**src/hdl/hsg_pkg.sv**
```systemverilog
// Shared types, constants and the exp table builder for the heat stencil block.
package hsg_pkg;

	localparam int TEMP_W     = 24;
	localparam int GAIN_W     = 32;
	localparam int OFS_W      = 19;
	localparam int CFG_IDX_W  = 3;
	localparam int CFG_DATA_W = 32;

	localparam int EXP_DEPTH  = 1024;
	localparam int EXP_AW     = $clog2(EXP_DEPTH);
	localparam int EXP_W      = 17;

	// squares of Q6.12 offsets are Q12.24; their sum fits in 38 bits
	localparam int SQ_W       = 2 * OFS_W - 1;
	localparam int F_W        = SQ_W + 1;
	localparam int F_SHIFT    = 28;
	localparam int SCALED_W   = F_W + $clog2(EXP_DEPTH + 1);

	localparam int LAP_W      = TEMP_W + 4;
	localparam int PROD_W     = LAP_W + GAIN_W;
	localparam int DIFF_W     = PROD_W + 1 - 32;
	localparam int G_W        = GAIN_W + EXP_W;
	localparam int SRC_W      = G_W + 1 - 24;
	localparam int RES_W      = 31;

	typedef enum logic [CFG_IDX_W-1:0] {
		REG_SOLIDUS      = 3'd0,
		REG_LIQUIDUS     = 3'd1,
		REG_DGAIN_PLAIN  = 3'd2,
		REG_DGAIN_MUSHY  = 3'd3,
		REG_SGAIN_PLAIN  = 3'd4,
		REG_SGAIN_MUSHY  = 3'd5
	} cfg_idx_t;

	typedef struct packed {
		logic [TEMP_W-1:0] solidus;
		logic [TEMP_W-1:0] liquidus;
		logic [GAIN_W-1:0] dgain_plain;
		logic [GAIN_W-1:0] dgain_mushy;
		logic [GAIN_W-1:0] sgain_plain;
		logic [GAIN_W-1:0] sgain_mushy;
	} cfg_t;

	typedef logic [EXP_W-1:0] exp_tab_t [EXP_DEPTH];

	// entry i ~ 2^16 * exp(-16 i / EXP_DEPTH), built in Q1.31 by repeated products
	function automatic exp_tab_t exp_table();
		exp_tab_t   t;
		logic [63:0] s;
		logic [63:0] term;
		logic [63:0] pos;
		logic [63:0] neg;
		logic [63:0] q;
		logic [63:0] e;
		s    = (64'd16 << 31) / 64'(EXP_DEPTH);
		term = 64'd1 << 31;
		pos  = term;
		neg  = 64'd0;
		for (int k = 1; k <= 12; k++) begin
			term = ((term * s) >> 31) / 64'(k);
			if (k % 2 == 1) begin
				neg = neg + term;
			end else begin
				pos = pos + term;
			end
		end
		q = pos - neg;
		e = 64'd1 << 31;
		for (int i = 0; i < EXP_DEPTH; i++) begin
			t[i] = EXP_W'((e + (64'd1 << 14)) >> 15);
			e    = (e * q + (64'd1 << 30)) >> 31;
		end
		return t;
	endfunction

endpackage

```
**src/hdl/hsg_cfg.sv**
```systemverilog
// Configuration register file: zone bounds and gains.
module hsg_cfg (
	input  logic                            clk,
	input  logic                            arst_n,
	input  logic                            cfg_we,
	input  logic [hsg_pkg::CFG_IDX_W-1:0]   cfg_index,
	input  logic [hsg_pkg::CFG_DATA_W-1:0]  cfg_data,
	output hsg_pkg::cfg_t                   cfg
);

	hsg_pkg::cfg_t cfg_q;

	always_ff @(posedge clk or negedge arst_n) begin
		if (!arst_n) begin
			cfg_q <= '0;
		end else if (cfg_we) begin
			unique case (hsg_pkg::cfg_idx_t'(cfg_index))
				hsg_pkg::REG_SOLIDUS:     cfg_q.solidus     <= cfg_data[hsg_pkg::TEMP_W-1:0];
				hsg_pkg::REG_LIQUIDUS:    cfg_q.liquidus    <= cfg_data[hsg_pkg::TEMP_W-1:0];
				hsg_pkg::REG_DGAIN_PLAIN: cfg_q.dgain_plain <= cfg_data[hsg_pkg::GAIN_W-1:0];
				hsg_pkg::REG_DGAIN_MUSHY: cfg_q.dgain_mushy <= cfg_data[hsg_pkg::GAIN_W-1:0];
				hsg_pkg::REG_SGAIN_PLAIN: cfg_q.sgain_plain <= cfg_data[hsg_pkg::GAIN_W-1:0];
				hsg_pkg::REG_SGAIN_MUSHY: cfg_q.sgain_mushy <= cfg_data[hsg_pkg::GAIN_W-1:0];
				default: ;
			endcase
		end
	end

	assign cfg = cfg_q;

endmodule

```
**config.mk**
```make
export PLATFORM = sky130hd
export DESIGN_NAME = hsg_cfg
export DESIGN_NICKNAME = d
export VERILOG_FILES = /design/src/hdl/hsg_pkg.sv /design/src/hdl/hsg_cfg.sv
export SDC_FILE = /design/constraint.sdc
export NUM_CORES = 1
export LEC_CHECK = 0
export BUFFER_PORTS_ARGS = -buffer_cell sky130_fd_sc_hd__buf_4
export CAP_MARGIN = 20
export CORE_MARGIN = 1
export CORE_UTILIZATION = 32
export DETAILED_ROUTE_END_ITERATION = 16
export SYNTH_ARGS = -nofsm -noshare
export SYNTH_HDL_FRONTEND = slang
export SYNTH_SLANG_ARGS = --single-unit
```
**constraint.sdc**
```tcl
create_clock -name clk -period 0.88 [get_ports clk]
set_clock_uncertainty 0.05 [all_clocks]
set_input_delay 0.176 -clock clk [delete_from_list [all_inputs] [get_ports clk]]
set_output_delay 0.176 -clock clk [all_outputs]
set_load 0.03 [all_outputs]
```
# Yosys cells after proc, flatten, opt, wreduce, memory -nomap -nowiden
# Index checks and enable logic that the tools add are counted.
[word_totals] in_bits=38 mem_count=0 word_cells=18 latchBits=0 output_inout_bits=176 ff_bits=176 rom_bits=0 ramBits=0
[op_classes] div_mod_pow=0 n_lt_le_gt_ge=0 multipliers=0 bitwise=0 mux=0 shift=0 eq_ne=5 add_sub_neg=0 n_reduce_logical=7
[ops] op="AND reduction 2 bit" n=6
[ops] op="equality test 3 x 2 -> 1 bit (second input constant)" n=2
[ops] op="equality test 3 bit (second input constant)" n=2
[ops] op="equality test 3 x 1 -> 1 bit (second input constant)" n=1
[ops] op="zero test 3 bit" n=1

# Depth between registers and ports, before layout
[depth] depth_word=2 ltp_mapped=5 ltp_nobuf=2

# Worst setup path before layout
# Ideal clock, no wire load.
[synth_path] kind="input to register" startpoint="input cfg_index[0] (netlist bit)" endpoint="register cfg_q, in the netlist cfg[167]" arrival_time_ps=1217 stages=4 slack_ps=-512 path_cell_list="buf_6 > nor4b_4 > buf_6 > mux2_2"
[synth_via] elab_chain_len=2
[synth_rtl] element="start: declaration" line="hsg_cfg.sv:6" source="input logic [hsg_pkg::CFG_IDX_W-1:0] cfg_index,"
[synth_rtl] element="zero test 3 bit" line="hsg_cfg.sv:17" source="unique case (hsg_pkg::cfg_idx_t'(cfg_index))"
[synth_rtl] element="AND reduction 2 bit (no line)"
[synth_rtl] element="end: declaration" line="hsg_cfg.sv:11" source="hsg_pkg::cfg_t cfg_q;"
# No other way between the ends.
# A chain may end at the register's enable or synchronous reset.

# Worst setup path after layout
[layout_path] startpoint="register cfg_q, in the netlist cfg[106]" endpoint="output cfg[106] (netlist bit)"
[layout_rtl] element="end: declaration" line="hsg_cfg.sv:8" source="output hsg_pkg::cfg_t cfg"
# No word-level cell between the ends.

==> metrics.csv <==
metric;value;unit
area_growth_from_synthesis_to_final_layout;86.8;%
outcome;finished, violations left;
synth-seq-cells;176;
routabilityCongestion;0.746;
setup_viol_count_final;350;
finalWirelength;22200;µm
crit_path_end_kind;output port;
synth_top_cells_by_count;176 x dfrtp_1, 150 x mux2_2, 20 x mux2_4;
ys.warnings.count;0;
synth.area.top_cells;dfrtp_1 66%, mux2_2 25%, mux2_4 4.5%, buf_6 1.8%, mux2_1 1.0%;
utilization;0.615;
critPathBufInv;1;
drv_cap;0;
wire_length_of_the_first_global_routing_pass;33500;µm
critPathKind;reg2out;
unrepaired_setup_endpoints_after_global_routing;yes;
first_global_vias;5426;
synthFlopType;dfrtp_1;
detail_route.iter0.violations;147;
cp.arrival;990;ps
grt_util_all_layers;0.209;
synth_area_leader_cell;dfrtp_1;
antenna_found_initial;0;
cts_tree;built;
netlist_area;0.00670;mm²
placeableCoreArea;0.0204;mm²
chipHeight;147;µm
path_depth;1;
num_antenna_cells;0;
maximum_number_of_pins_on_one_net_before_global_route_repair;50;
asyncSetResetFlopFracSynth;1.00;
fin_hold_ws;115;ps
multi_input_comb_area;0.00275;mm²
final_period_minus_worst_setup_slack;1220;ps
finalCritPeriodShare;1.38;
startpoint_type;flip-flop;
initial_core_util;0.329;
register_area;0.00440;mm²
clk_path_buf_depth;2;
post_synth_inst_count;378;
depth_of_the_worst_register_to_register_path;3;
synth-seq-area-share;0.657;
synthesis.nets;416;
fillCellCount;1442;
total_clock_sinks;176;
final_layout_size_suffix_gt1_frac;0.729;
p_leak;6.18;nW
ff2ff_setup_slack;-210;ps
count_of_port_buffers_added_during_placement;213;
synth_edf_count;0;
hold_path_class;in2async;
power_per_cell_area;2630;mW/mm²
vdd.ir_drop.worst;1400;µV
max_freq;822;MHz
timing.critical_path.fanout_max;2;
clockRootBuffer;clkbuf_16;
slew_headroom;0.822;
design.final.nets;808;
hpwl_dp;11400;µm
global_route.overflow_total;0;
cts_made_buffers;17;
routed-via-count;4838;
die_w;147;µm
synth.avg_cell_area;17.7;µm²
max_stage_delay_cell_worst_path;dfrtp_1;
first_pass_iters;4;
synthDistinctLibCells;10;
synth.most_common_cell;dfrtp_1;
fp.dieArea;0.0215;mm²
avgRoutedWirePerCell;21.1;µm
critical-path-top-delay-family;flip-flops;
post-route-drc-count;0;
clock_slew_at_reported_path_ffs;70;ps
cts_max_level;4;
post_drt_via_cell_ratio;4.59;
drtAntennaViolNets;0;
fraction_of_synthesized_cell_area_taken_by_the_top_area_cell_type;0.657;
timing.critical_path.required;650;ps
timing.critical_path.cells;buf_6;
report.final.slew_viol_count;0;
fin_worst_setup_slack;-337;ps
clk-insertion-delay-late;410;ps
placement.setup.worst_slack;-659;ps
worst_slew_pin_slew;266;ps
top_level_ports;214;
cp_slowest_stage_delay;420;ps
largest_reg_flops;176;
placement_rows;52;
failed_checks;setup timing;
hold_viol;0;
==> path summary, 6_finish.rpt <==
kind                              start  endpoint
max in group asynchronous        arst_n  cfg[173]
min reg2reg                     cfg[94]   cfg[94]
max                            cfg[106]  cfg[106]
min                              arst_n  cfg[114]
min in group clk           cfg_index[2]  cfg[107]
max reg2reg                    cfg[156]  cfg[156]
==> final cells by class <==
cell class	instances	share of cell area
Timing Repair Buffer	393	0.353
Clock buffer	18	0.0343
Tap cell	270	0.0270
Clock inverter	14	0.0143
Sequential cell	176	0.352
Multi-Input combinational cell	182	0.220
==> per-stage QoR <==
| stage | TNS, ps | total power [mW] | instances | area, µm² |
|---|---|---|---|---|
| 2_1_floorplan | -67400 | 16.9 | 378 | 7140 |
| 3_3_place_gp | -98100 | 20.8 | 856 | 9100 |
| 3_5_place_dp | -100400 | 21.0 | 856 | 9100 |
| 4_1_cts | -74660 | 32.2 | 1025 | 12200 |
| 5_1_grt | -83500 | 34.2 | 1053 | 12500 |
| 6_report | -75050 | 32.9 | 1053 | 12500 |
==> logic make-up after synthesis <==
logic type,Yosys count,synth area share
buf+inv,20,0.0252
mux,176,0.307
simple gates,6,0.0110
flops,176,0.657
==> cells in the final DEF, fill, tap and decap left out, types with 2 or more instances in the layout <==
cell / count
buf_6: 228
mux2_4: 176
dfrtp_1: 176
buf_4: 94
dlygate4sd3_1: 33
buf_12: 23
clkbuf_16: 18
buf_16: 10
inv_6: 4
buf_8: 4
bufinv_16: 3
clkinv_2: 3
nor4bb_4: 2
nand4b_1: 2
inv_8: 2
==> power breakdown <==
group	internal [mW]	total, mW	switching, mW
Sequential	9.89	11.4	1.49
Combinational	7.57	13.6	6.07
Clock	4.54	7.93	3.39
==> layer usage <==
layer | up-vias | wire length, µm | GRT usage
li1 | 2130 | - | -
met1 | 2535 | 9470 | 0.266
met2 | 151 | 11200 | 0.349
met3 | 22 | 1120 | 0.0503
met4 | 0 | 439 | 0.0719
met5 | - | 0 | 0
==> what timing repair did <==
action | in CTS | in global routing
gates resized for setup | 279 | 76
gates cloned | 16 | 1
hold endpoints to repair | 341 | 2
setup endpoints to repair | 352 | 352
setup buffers | 89 | 59
pin swaps | 4 | 5
hold buffers | 32 | 1
(Power assumes the default switching activity.)
